===== src/wsenc_pkg.sv =====
// Shared types, constants and header byte functions of the WebSocket frame encoder.
package wsenc_pkg;

  localparam logic FUNC_START   = 1'b0;
  localparam logic FUNC_PAYLOAD = 1'b1;

  localparam int unsigned LEN_W  = 63;
  localparam int unsigned KEY_W  = 32;
  localparam int unsigned BYTE_W = 8;
  localparam int unsigned S_DATA_W = 104;

  localparam logic [7:0]       HDR_FIN_TEXT = 8'h81;
  localparam logic [7:0]       HDR_MASK_BIT = 8'h80;
  localparam logic [6:0]       LEN_CODE_16  = 7'd126;
  localparam logic [6:0]       LEN_CODE_64  = 7'd127;
  localparam logic [LEN_W-1:0] LEN7_MAX     = 63'd125;
  localparam logic [LEN_W-1:0] LEN16_MAX    = 63'hffff;

  typedef enum logic {
    CMD_HEADER,
    CMD_PAYLOAD
  } cmd_kind_e;

  typedef enum logic [1:0] {
    LEN_SHORT,
    LEN_MID,
    LEN_LONG
  } len_class_e;

  typedef struct packed {
    cmd_kind_e         kind;
    len_class_e        cls;
    logic              flag;
    logic [LEN_W-1:0]  len;
    logic [KEY_W-1:0]  key;
  } wsenc_cmd_t;

  function automatic logic [3:0] hdr_last_idx(input len_class_e cls);
    logic [3:0] r;
    unique case (cls)
      LEN_SHORT: r = 4'd5;
      LEN_MID:   r = 4'd7;
      default:   r = 4'd13;
    endcase
    return r;
  endfunction

  function automatic logic [7:0] hdr_byte(input wsenc_cmd_t c, input logic [3:0] idx);
    logic [3:0]  last;
    logic [3:0]  koff;
    logic [3:0]  loff;
    logic [63:0] len64;
    logic [7:0]  b;
    last  = hdr_last_idx(c.cls);
    len64 = {1'b0, c.len};
    koff  = idx - (last - 4'd3);
    loff  = 4'd9 - idx;
    if (idx == 4'd0) begin
      b = HDR_FIN_TEXT;
    end else if (idx == 4'd1) begin
      unique case (c.cls)
        LEN_SHORT: b = HDR_MASK_BIT | {1'b0, c.len[6:0]};
        LEN_MID:   b = HDR_MASK_BIT | {1'b0, LEN_CODE_16};
        default:   b = HDR_MASK_BIT | {1'b0, LEN_CODE_64};
      endcase
    end else if (idx > (last - 4'd4)) begin
      b = c.key[{koff[1:0], 3'b000} +: 8];
    end else if (c.cls == LEN_MID) begin
      b = (idx == 4'd2) ? c.len[15:8] : c.len[7:0];
    end else begin
      b = len64[{loff[2:0], 3'b000} +: 8];
    end
    return b;
  endfunction

endpackage


===== src/websocket_client_frame_encoder_unit.sv =====
// Top level of the masked WebSocket client frame encoder.
// An accepted item is written into the command queue; its first result byte is then registered in the output register.
// Throughput: one payload item per cycle while the output is not stalled; a start item emits 6, 8 or 14 header
// bytes at one byte per cycle from the back end unless the output stalls, while the front end keeps
// taking items into a QUEUE_DEPTH-entry command queue until it is full.
// Reset: asynchronous, active low; clears frame state, empties the queue, drops output.
module websocket_client_frame_encoder_unit
  import wsenc_pkg::*;
#(
  parameter int unsigned QUEUE_DEPTH = 4
) (
  input  logic                clk_i,
  input  logic                rst_ni,
  input  logic                s_axis_tvalid,
  output logic                s_axis_tready,
  input  logic [S_DATA_W-1:0] s_axis_tdata,  // frame_length[62:0], mask_key[94:63], data_byte[102:95]
  input  logic                s_axis_tuser,  // func
  output logic                m_axis_tvalid,
  input  logic                m_axis_tready,
  output logic [7:0]          m_axis_tdata,  // out_byte[7:0]
  output logic                m_axis_tuser,  // run_last
  output logic                m_axis_tlast   // frame_last
);

  logic       push;
  wsenc_cmd_t push_cmd;
  logic       q_full;
  logic       q_valid;
  logic       pop;
  wsenc_cmd_t head_cmd;

  wsenc_front u_front (
    .clk_i          (clk_i),
    .rst_ni         (rst_ni),
    .in_valid_i     (s_axis_tvalid),
    .func_i         (s_axis_tuser),
    .frame_length_i (s_axis_tdata[62:0]),
    .mask_key_i     (s_axis_tdata[94:63]),
    .data_byte_i    (s_axis_tdata[102:95]),
    .in_ready_o     (s_axis_tready),
    .q_full_i       (q_full),
    .push_o         (push),
    .cmd_o          (push_cmd)
  );

  wsenc_queue #(
    .DEPTH (QUEUE_DEPTH)
  ) u_queue (
    .clk_i   (clk_i),
    .rst_ni  (rst_ni),
    .push_i  (push),
    .cmd_i   (push_cmd),
    .full_o  (q_full),
    .pop_i   (pop),
    .valid_o (q_valid),
    .cmd_o   (head_cmd)
  );

  wsenc_back u_back (
    .clk_i        (clk_i),
    .rst_ni       (rst_ni),
    .q_valid_i    (q_valid),
    .cmd_i        (head_cmd),
    .pop_o        (pop),
    .out_valid_o  (m_axis_tvalid),
    .out_ready_i  (m_axis_tready),
    .out_byte_o   (m_axis_tdata),
    .run_last_o   (m_axis_tuser),
    .frame_last_o (m_axis_tlast)
  );

endmodule


===== src/wsenc_front.sv =====
// Front end: accept items, track the open frame, mask payload bytes, issue commands.
module wsenc_front
  import wsenc_pkg::*;
(
  input  logic              clk_i,
  input  logic              rst_ni,
  input  logic              in_valid_i,
  input  logic              func_i,
  input  logic [LEN_W-1:0]  frame_length_i,
  input  logic [KEY_W-1:0]  mask_key_i,
  input  logic [BYTE_W-1:0] data_byte_i,
  output logic              in_ready_o,
  input  logic              q_full_i,
  output logic              push_o,
  output wsenc_cmd_t        cmd_o
);

  logic [KEY_W-1:0] held_mask_q, held_mask_d;
  logic [1:0]       mask_pos_q, mask_pos_d;
  logic [LEN_W-1:0] remain_q, remain_d;
  logic             open_q, open_d;
  logic             accept;
  logic [LEN_W-1:0] remain_dec;
  logic [7:0]       mask_byte;

  assign in_ready_o = !q_full_i;
  assign accept     = in_valid_i && !q_full_i;
  assign remain_dec = remain_q - 63'd1;
  assign mask_byte  = held_mask_q[{mask_pos_q, 3'b000} +: 8];

  always_comb begin
    held_mask_d = held_mask_q;
    mask_pos_d  = mask_pos_q;
    remain_d    = remain_q;
    open_d      = open_q;
    push_o      = 1'b0;
    cmd_o.kind  = CMD_HEADER;
    cmd_o.cls   = LEN_SHORT;
    cmd_o.flag  = 1'b0;
    cmd_o.len   = frame_length_i;
    cmd_o.key   = mask_key_i;
    if (frame_length_i > LEN16_MAX) begin
      cmd_o.cls = LEN_LONG;
    end else if (frame_length_i > LEN7_MAX) begin
      cmd_o.cls = LEN_MID;
    end
    if (accept) begin
      if (func_i == FUNC_START) begin
        held_mask_d = mask_key_i;
        mask_pos_d  = 2'd0;
        remain_d    = frame_length_i;
        open_d      = (frame_length_i != '0);
        push_o      = 1'b1;
        cmd_o.flag  = (frame_length_i == '0);
      end else if (open_q) begin
        mask_pos_d     = mask_pos_q + 2'd1;
        remain_d       = remain_dec;
        open_d         = (remain_dec != '0);
        push_o         = 1'b1;
        cmd_o.kind     = CMD_PAYLOAD;
        cmd_o.flag     = (remain_dec == '0);
        cmd_o.key      = {{(KEY_W-BYTE_W){1'b0}}, data_byte_i ^ mask_byte};
      end
    end
  end

  always_ff @(posedge clk_i or negedge rst_ni) begin
    if (!rst_ni) begin
      held_mask_q <= '0;
      mask_pos_q  <= '0;
      remain_q    <= '0;
      open_q      <= 1'b0;
    end else begin
      held_mask_q <= held_mask_d;
      mask_pos_q  <= mask_pos_d;
      remain_q    <= remain_d;
      open_q      <= open_d;
    end
  end

endmodule


===== src/wsenc_queue.sv =====
// Command queue between front end and byte emitter.
module wsenc_queue
  import wsenc_pkg::*;
#(
  parameter int unsigned DEPTH = 4
) (
  input  logic       clk_i,
  input  logic       rst_ni,
  input  logic       push_i,
  input  wsenc_cmd_t cmd_i,
  output logic       full_o,
  input  logic       pop_i,
  output logic       valid_o,
  output wsenc_cmd_t cmd_o
);

  localparam int unsigned PTR_W = (DEPTH > 1) ? $clog2(DEPTH) : 1;
  localparam int unsigned CNT_W = $clog2(DEPTH + 1);
  localparam logic [PTR_W-1:0] PTR_LAST = PTR_W'(DEPTH - 1);
  localparam logic [CNT_W-1:0] CNT_FULL = CNT_W'(DEPTH);

  wsenc_cmd_t       mem_q [DEPTH];
  logic [PTR_W-1:0] wr_ptr_q, rd_ptr_q;
  logic [CNT_W-1:0] count_q;
  logic             do_push, do_pop;

  assign full_o  = (count_q == CNT_FULL);
  assign valid_o = (count_q != '0);
  assign cmd_o   = mem_q[rd_ptr_q];
  assign do_push = push_i && !full_o;
  assign do_pop  = pop_i && valid_o;

  always_ff @(posedge clk_i) begin
    if (do_push) begin
      mem_q[wr_ptr_q] <= cmd_i;
    end
  end

  always_ff @(posedge clk_i or negedge rst_ni) begin
    if (!rst_ni) begin
      wr_ptr_q <= '0;
      rd_ptr_q <= '0;
      count_q  <= '0;
    end else begin
      if (do_push) begin
        wr_ptr_q <= (wr_ptr_q == PTR_LAST) ? '0 : wr_ptr_q + PTR_W'(1);
      end
      if (do_pop) begin
        rd_ptr_q <= (rd_ptr_q == PTR_LAST) ? '0 : rd_ptr_q + PTR_W'(1);
      end
      if (do_push && !do_pop) begin
        count_q <= count_q + CNT_W'(1);
      end else if (do_pop && !do_push) begin
        count_q <= count_q - CNT_W'(1);
      end
    end
  end

endmodule


===== src/wsenc_back.sv =====
// Back end: expand commands into header and payload bytes behind an output register.
module wsenc_back
  import wsenc_pkg::*;
(
  input  logic       clk_i,
  input  logic       rst_ni,
  input  logic       q_valid_i,
  input  wsenc_cmd_t cmd_i,
  output logic       pop_o,
  output logic       out_valid_o,
  input  logic       out_ready_i,
  output logic [7:0] out_byte_o,
  output logic       run_last_o,
  output logic       frame_last_o
);

  logic       busy_q;
  logic [3:0] idx_q;
  wsenc_cmd_t cur_q;
  logic       out_valid_q;
  logic [7:0] out_byte_q;
  logic       run_last_q;
  logic       frame_last_q;
  logic       adv;
  logic       hdr_end;

  assign adv     = !out_valid_q || out_ready_i;
  assign pop_o   = adv && !busy_q && q_valid_i;
  assign hdr_end = (idx_q == hdr_last_idx(cur_q.cls));

  assign out_valid_o  = out_valid_q;
  assign out_byte_o   = out_byte_q;
  assign run_last_o   = run_last_q;
  assign frame_last_o = frame_last_q;

  always_ff @(posedge clk_i) begin
    if (pop_o && cmd_i.kind == CMD_HEADER) begin
      cur_q <= cmd_i;
    end
  end

  always_ff @(posedge clk_i or negedge rst_ni) begin
    if (!rst_ni) begin
      busy_q       <= 1'b0;
      idx_q        <= '0;
      out_valid_q  <= 1'b0;
      out_byte_q   <= '0;
      run_last_q   <= 1'b0;
      frame_last_q <= 1'b0;
    end else if (adv) begin
      if (busy_q) begin
        out_valid_q  <= 1'b1;
        out_byte_q   <= hdr_byte(cur_q, idx_q);
        run_last_q   <= hdr_end;
        frame_last_q <= hdr_end && cur_q.flag;
        if (hdr_end) begin
          busy_q <= 1'b0;
        end else begin
          idx_q <= idx_q + 4'd1;
        end
      end else if (q_valid_i) begin
        out_valid_q <= 1'b1;
        unique case (cmd_i.kind)
          CMD_PAYLOAD: begin
            out_byte_q   <= cmd_i.key[7:0];
            run_last_q   <= 1'b1;
            frame_last_q <= cmd_i.flag;
          end
          default: begin
            out_byte_q   <= HDR_FIN_TEXT;
            run_last_q   <= 1'b0;
            frame_last_q <= 1'b0;
            busy_q       <= 1'b1;
            idx_q        <= 4'd1;
          end
        endcase
      end else begin
        out_valid_q <= 1'b0;
      end
    end
  end

endmodule


===== config.mk =====
export PLATFORM = sky130hd
export DESIGN_NAME = websocket_client_frame_encoder_unit
export DESIGN_NICKNAME = d
export VERILOG_FILES = /design/src/wsenc_pkg.sv /design/src/websocket_client_frame_encoder_unit.sv /design/src/wsenc_front.sv /design/src/wsenc_queue.sv /design/src/wsenc_back.sv
export SDC_FILE = /design/constraint.sdc
export NUM_CORES = 1
export LEC_CHECK = 0
export BUFFER_PORTS_ARGS = -buffer_cell sky130_fd_sc_hd__buf_2
export CORE_MARGIN = 5
export CORE_UTILIZATION = 45
export DETAILED_ROUTE_END_ITERATION = 6
export REMOVE_ABC_BUFFERS = 1
export SLEW_MARGIN = 10
export SYNTH_ARGS = -nofsm -noshare
export SYNTH_HDL_FRONTEND = slang
export SYNTH_HIERARCHICAL = 1
export SYNTH_SLANG_ARGS = --single-unit

===== constraint.sdc =====
create_clock -name clk_i -period 9.3 [get_ports clk_i]
set_clock_uncertainty 0.05 [all_clocks]
set_input_delay 2.79 -clock clk_i [delete_from_list [all_inputs] [get_ports clk_i]]
set_output_delay 2.79 -clock clk_i [all_outputs]
set_load 0.1 [all_outputs]

# Word level (Yosys, flattened, before mapping)

Memories as Yosys holds them, arrays and structs flattened.
Cells that the tools add are included.
Widths: inputs -> output; s select.

Add/sub/neg operators: 11
Order comparisons: 3
Equality and inequality tests: 10
Shift operators: 3
Mux-type cells: 53
Bitwise operators: 3
Reductions and logical operators: 28

Operators by type and width:

| kind                  | number |
|---|---|
| $logic_not 63->1      | 2 |
| $mux 63               | 2 |
| $reduce_bool 63->1    | 2 |
| $mux 32               | 3 |
| $mux 8                | 8 |
| $shiftx 32x6->8       | 2 |
| $shiftx 64x7->8       | 1 |
| $gt 63x16->1 const B  | 1 |
| $gt 63x7->1 const B   | 1 |
| $sub 63x1->63 const B | 1 |
| $mux 1                | 25 |
| $mux 4                | 6 |
| $pmux 7 s2            | 1 |
| $mux 2                | 5 |
| $logic_and 1x1->1     | 9 |
| $pmux 4 s2            | 1 |
| $xor 8x8->8           | 1 |
| $add 2x1->2 const B   | 3 |
| $mux 3                | 2 |
| $reduce_and 2->1      | 3 |
| $logic_not 1->1       | 5 |
| $add 4x1->4 const B   | 1 |
| $eq 2x2->1 const B    | 2 |
| $eq 4x1->1 const B    | 1 |
| other kinds (20)      | 23 |

Register bits after elaboration: 219
RAM bits: 396
Input port bits: 109
Output and inout port bits: 12
Word-level logic and storage cells: 129
Memories: 1

Memory list:

| name          | depth | bits a word | read ports | clocked after Yosys merged registers in | wr ports | RTL line          | text |
|---|---|---|---|---|---|---|---|
| u_queue.mem_q | 4     | 99          | 1          | 0                                       | 1        | wsenc_queue.sv:22 | `wsenc_cmd_t mem_q [DEPTH];` |

# Depth between registers and ports, before layout

Depth after elaboration: 11
Mapped depth: 13
Depth with buffers taken out: 11

# Modules after synthesis

The synthesis kept the hierarchy.

Modules (own cells, without submodules):

| module      | times used | cells each | area each (um2) | seq. area each (um2) |
|---|---|---|---|---|
| wsenc_queue | 1          | 554        | 14,732.9        | 12,066.6 |
| wsenc_front | 1          | 960        | 7,498.4         | 2,452.4 |
| wsenc_back  | 1          | 336        | 5,091.1         | 3,343.2 |

# Worst setup path after synthesis

OpenSTA, ideal clock, no wires.

Kind: in2reg
From: in s_axis_tuser
To: mem u_queue/mem_q[0][0] (netlist name), enable pin
Setup time: 0.469 ns
Data arrival time: 6.260 ns
Data required time: 8.781 ns
Slack: 2.521 ns
Stages: 8
Path buffers: 3
Path through: clkbuf_1 > inv_1 > o21ai_0 > clkinv_1 > clkbuf_1 > nor2b_1 > buf_2 > and2_1

Cells in the longest elaborated chain, start to end: 5

RTL lines:

| what                         | RTL line                                  | text |
|---|---|---|
| start: declaration           | websocket_client_frame_encoder_unit.sv:17 | `input logic s_axis_tuser,` |
| $mux 1                       | wsenc_front.sv:48                         | `if (func_i == FUNC_START) begin` |
| $mux 1                       | wsenc_front.sv:47                         | `if (accept) begin` |
| net push                     | websocket_client_frame_encoder_unit.sv:25 | `logic push;` |
| $logic_and 1x1->1            | wsenc_queue.sv:30                         | `assign do_push = push_i && !full_o;` |
| net u_queue.do_push          | wsenc_queue.sv:25                         | `logic do_push, do_pop;` |
| $mux 1                       | wsenc_queue.sv:34                         | `if (do_push) begin` |
| $mux 1 (implied by the code) | wsenc_queue.sv:35                         | `mem_q[wr_ptr_q] <= cmd_i;` |
| end: declaration             | wsenc_queue.sv:22                         |  |

The timed path passes the listed nets, and every way through them passes these cells.

# Final worst setup path

From: in s_axis_tuser
To: mem u_queue/mem_q[0][33] (netlist name), enable pin

Cells in the longest elaborated chain, start to end: 5

RTL lines:

| what                         | RTL line |
|---|---|
| $mux 1                       | wsenc_front.sv:48 |
| $mux 1                       | wsenc_front.sv:47 |
| net push                     | websocket_client_frame_encoder_unit.sv:25 |
| $logic_and 1x1->1            | wsenc_queue.sv:30 |
| $mux 1                       | wsenc_queue.sv:34 |
| $mux 1 (implied by the code) | wsenc_queue.sv:35 |

The timed path passes the listed nets, and every way through them passes these cells.

==> flow_summary_export.csv <==
group,metric,value,unit
run_status,status,"complete, no violations",
critical_path,slowest_delay,0.69,ns
route,drt_iter0_markers,1312,
logic_synthesis,yosys.area.top_type,"edfxtp_1",
placed_design,io_buffer_count,119,
clock_tree,htreeDepth,3,
logic_synthesis,ys_ff_latch,615,
power_and_ir_drop,seqPwrFrac,0.443,
clock_tree,cts_tree,"yes",
critical_path,crit_type,"primary input to register",
final_layout,area_growth,10.39,%
floorplan,fp.dieW,256.4,um
power_and_ir_drop,power.share.combinational,0.294,
floorplan,num_rows,90,
floorplan,core-area,0.06025,sq mm
final_layout,design.final.nets,2005,
critical_path,critPathLaunchType,"primary input",
power_and_ir_drop,leakagePower,10.31,nW
logic_synthesis,synth_cell_types,86,
clock_tree,cts_made_buffers,66,
logic_synthesis,netlist_instances,1850,
floorplan,die-area,0.06574,sq mm
power_and_ir_drop,power_switching,3.347,mW
critical_path,reg2regPathDepth,8,
floorplan,ios,121,
final_layout,stdcell_count,2717,
power_and_ir_drop,clkPwrFrac,0.262,
global_routing,grt_max_degree,87,
route,vias,16173,
route,drc,0,
logic_synthesis,synth_area_leaders,"edfxtp_1 (54%), dfrtp_1 (11%), mux4_2 (9.3%)",
clock_tree,cts_num_sinks,615,
logic_synthesis,synthFlopType,"edfxtp_1",
critical_path,slowest_stage,"and2_4",
critical_path,cp_max_fo,38,
clock_tree,clockBufferDepth,3,
sta,setup-tns-final,0,ns
sta,slew_violations,0,
route,final_antenna_net_count,0,
final_layout,drive_gt1_frac,0.2097,
logic_synthesis,synth_top_cell_area_share,0.5429,
sta,fin_crit_sh,0.6323,
global_routing,grt_overflow,0,
logic_synthesis,synth_area,0.02732,sq mm
route,drt_wl_total,69850,um
logic_synthesis,yosysMostFrequentCell,"edfxtp_1",
final_layout,fillers,5024,
critical_path,required,9.46,ns
critical_path,worstPathArrival,6.04,ns
critical_path,worstSetupEndpointType,"register",
placed_design,hpwlAfterDp,45910,um
clock_tree,postCtsHoldBufs,0,
route,via_per_inst,5.953,
critical_path,startpoint,"s_axis_tuser",
route,drt_first_pass_iters,5,
sta,rsz0062_at_grt,"false",
global_routing,grt_pass1_vias,16335,
global_routing,grt_pass1_wl,104500,um
sta,worst_slew_pin_slew,1.182,ns
sta,fin_crit,5.880,ns
clock_tree,cts_resized,0,
logic_synthesis,ys_seq_area_frac,0.6538,
job,cap_violations,0,
logic_synthesis,ys.warnings.count,6,
clock_tree,post-cts-setup-buffer-count,0,
sta,slew_headroom,0.2119,
route,avgRoutedWirePerCell,25.71,um
sta,finalSetupViolations,0,
global_routing,track_usage,0.2102,
worst_hold_path,worstHoldStart,"u_front/held_mask_q[13]$_DFFE_PN0P_",
clock_tree,cts_root_buf,"clkbuf_16",
power_and_ir_drop,ir_drop,0.1834,mV
logic_synthesis,async_flop_share,0.1967,
sta,fmax,0.1701,GHz
worst_hold_path,min_path_type,"register to register",
clock_tree,insertion_delay,0.59,ns
power_and_ir_drop,cellPowerDensity,324.8,mW/mm^2
power_and_ir_drop,p_sw_frac,0.3417,
critical_path,r2r_slack,5.10,ns
logic_synthesis,postSynthAreaPerCell,14.77,sq um
critical_path,critPathCapture,"u_queue/mem_q[0][33]$_DFFE_PP_",
floorplan,initial_core_util,0.4535,
placed_design,dp_cells,2594,
critical_path,r2r-start,"u_front/remain_q[17]$_DFFE_PN0P_",
floorplan,fp.dieH,256.4,um
critical_path,r2r_end,"u_queue/mem_q[0][95]$_DFFE_PP_",
power_and_ir_drop,intPower,6.449,mW
placed_design,finalWeightedCongestion,0.9479,
logic_synthesis,synth_edf_count,494,
logic_synthesis,ys_top_cells_by_count,"edfxtp_1 (494), nand2_1 (176), dfrtp_1 (121)",
critical_path,cp_cell_sequence,"buf_2 -> inv_1 -> o21ai_1 -> clkinv_1 -> nor2b_1 -> and2_4 -> buf_4",
clock_tree,path_clk_slew,0.06,ns
sta,hold_viol_final,0,
global_routing,antenna_found_initial,4,
-- layout make-up --
cell class / instances / area (sq um) / share of cell area
diodes: 4 / 10.01 / 0.0003319
clock buffers: 84 / 1772 / 0.05874
clock inverters: 35 / 347.8 / 0.01153
repair buffers: 143 / 782.0 / 0.02593
well taps: 782 / 978.4 / 0.03244
flip-flops and latches: 615 / 17870 / 0.5925
multi-input cells: 1039 / 8343 / 0.2766
inverters: 15 / 56.30 / 0.001867
-- stage by stage --
step           total power, mW  cell area (sq um)  hold slack, ns  utilization  worst slack (ns)
6_report                 9.796              30160          0.4230       0.5006             3.420
3_5_place_dp             7.297              28030          0.4126       0.4653             2.757
4_1_cts                  9.880              30150          0.4291       0.5005             3.366
5_1_grt                  10.28              30150          0.4460       0.5005             3.292
3_3_place_gp             7.216              28030          0.4048       0.4653             2.899
2_1_floorplan            6.351              26230          0.3903            -            -1.431
-- cell usage in the layout (no fill, tap or decap), types with 28 or more instances in the layout --
cell type / synthesis / routed
a21oi_1: 82 / 82
and2_1: 33 / 29
buf_2: 22 / 118
clkbuf_16: 0 / 68
dfrtp_1: 121 / 118
edfxtp_1: 494 / 494
mux2i_1: 49 / 49
mux4_2: 113 / 113
nand2_1: 176 / 175
nand3_1: 43 / 43
nand4_1: 28 / 28
nor2_1: 55 / 54
nor3_1: 41 / 41
nor4_1: 50 / 50
o21ai_0: 58 / 57
o22ai_1: 58 / 58
-- power groups by stage --
| stage | Clock [mW] | Sequential [mW] | Combinational, mW |
|---|---|---|---|
| after global placement | 0 | 4.36 | 2.85 |
| after CTS | 2.63 | 4.34 | 2.91 |
| after global routing | 2.74 | 4.42 | 3.12 |
| after floorplan | 0 | 4.51 | 1.84 |
| final | 2.57 | 4.34 | 2.88 |
| after detailed placement | 0 | 4.40 | 2.90 |
-- registers in the layout, summed over array words and instances (netlist names) --
signal and count:
u_queue/mem_q 396, u_back/cur_q 98, u_front/remain_q 63, u_front/held_mask_q 32
u_back/out_byte_o 8, u_back/idx_q 4, u_queue/count_q 3, u_front/mask_pos_q 2
u_queue/rd_ptr_q 2, u_queue/wr_ptr_q 2, u_back/busy_q 1, u_back/frame_last_o 1
u_back/out_valid_o 1, u_back/run_last_o 1, u_front/open_q 1
-- per-layer routing --
metal  share of wire  vias up  GRT usage
met5         0.00017        -          0
met4           0.033        2    0.07173
met3           0.052      123    0.03365
met2            0.49      500     0.3522
met1            0.42     8289     0.2834
li1                -     7259          -
-- critical path, delay by kind of cell --
family,cells,cell delay (ns)
buffers and inverters,4,1.81
AND/OR/NAND/NOR,2,1.24
AO/OA/AOI/OAI,1,0.16
-- worst min-delay path by stage --
stage	slack (ns)	cells after the start	endpoint
2_1_floorplan	0.39	2	u_front/held_mask_q[16]$_DFFE_PN0P_
3_3_place_gp	0.40	2	u_front/held_mask_q[28]$_DFFE_PN0P_
3_5_place_dp	0.41	2	u_front/held_mask_q[2]$_DFFE_PN0P_
4_1_cts	0.43	2	u_front/held_mask_q[25]$_DFFE_PN0P_
5_1_grt	0.45	2	u_front/held_mask_q[30]$_DFFE_PN0P_
6_report	0.42	2	u_front/held_mask_q[13]$_DFFE_PN0P_
-- logic make-up after synthesis --
group / count (synthesis) / synth area share
mux: 172 / 0.1180
fa+ha+maj: 16 / 0.007602
flops: 615 / 0.6538
xor+xnor: 34 / 0.01090
compound gates: 284 / 0.06530
simple gates: 533 / 0.1023
buf+inv: 196 / 0.04218
(Power assumes the default switching activity.)
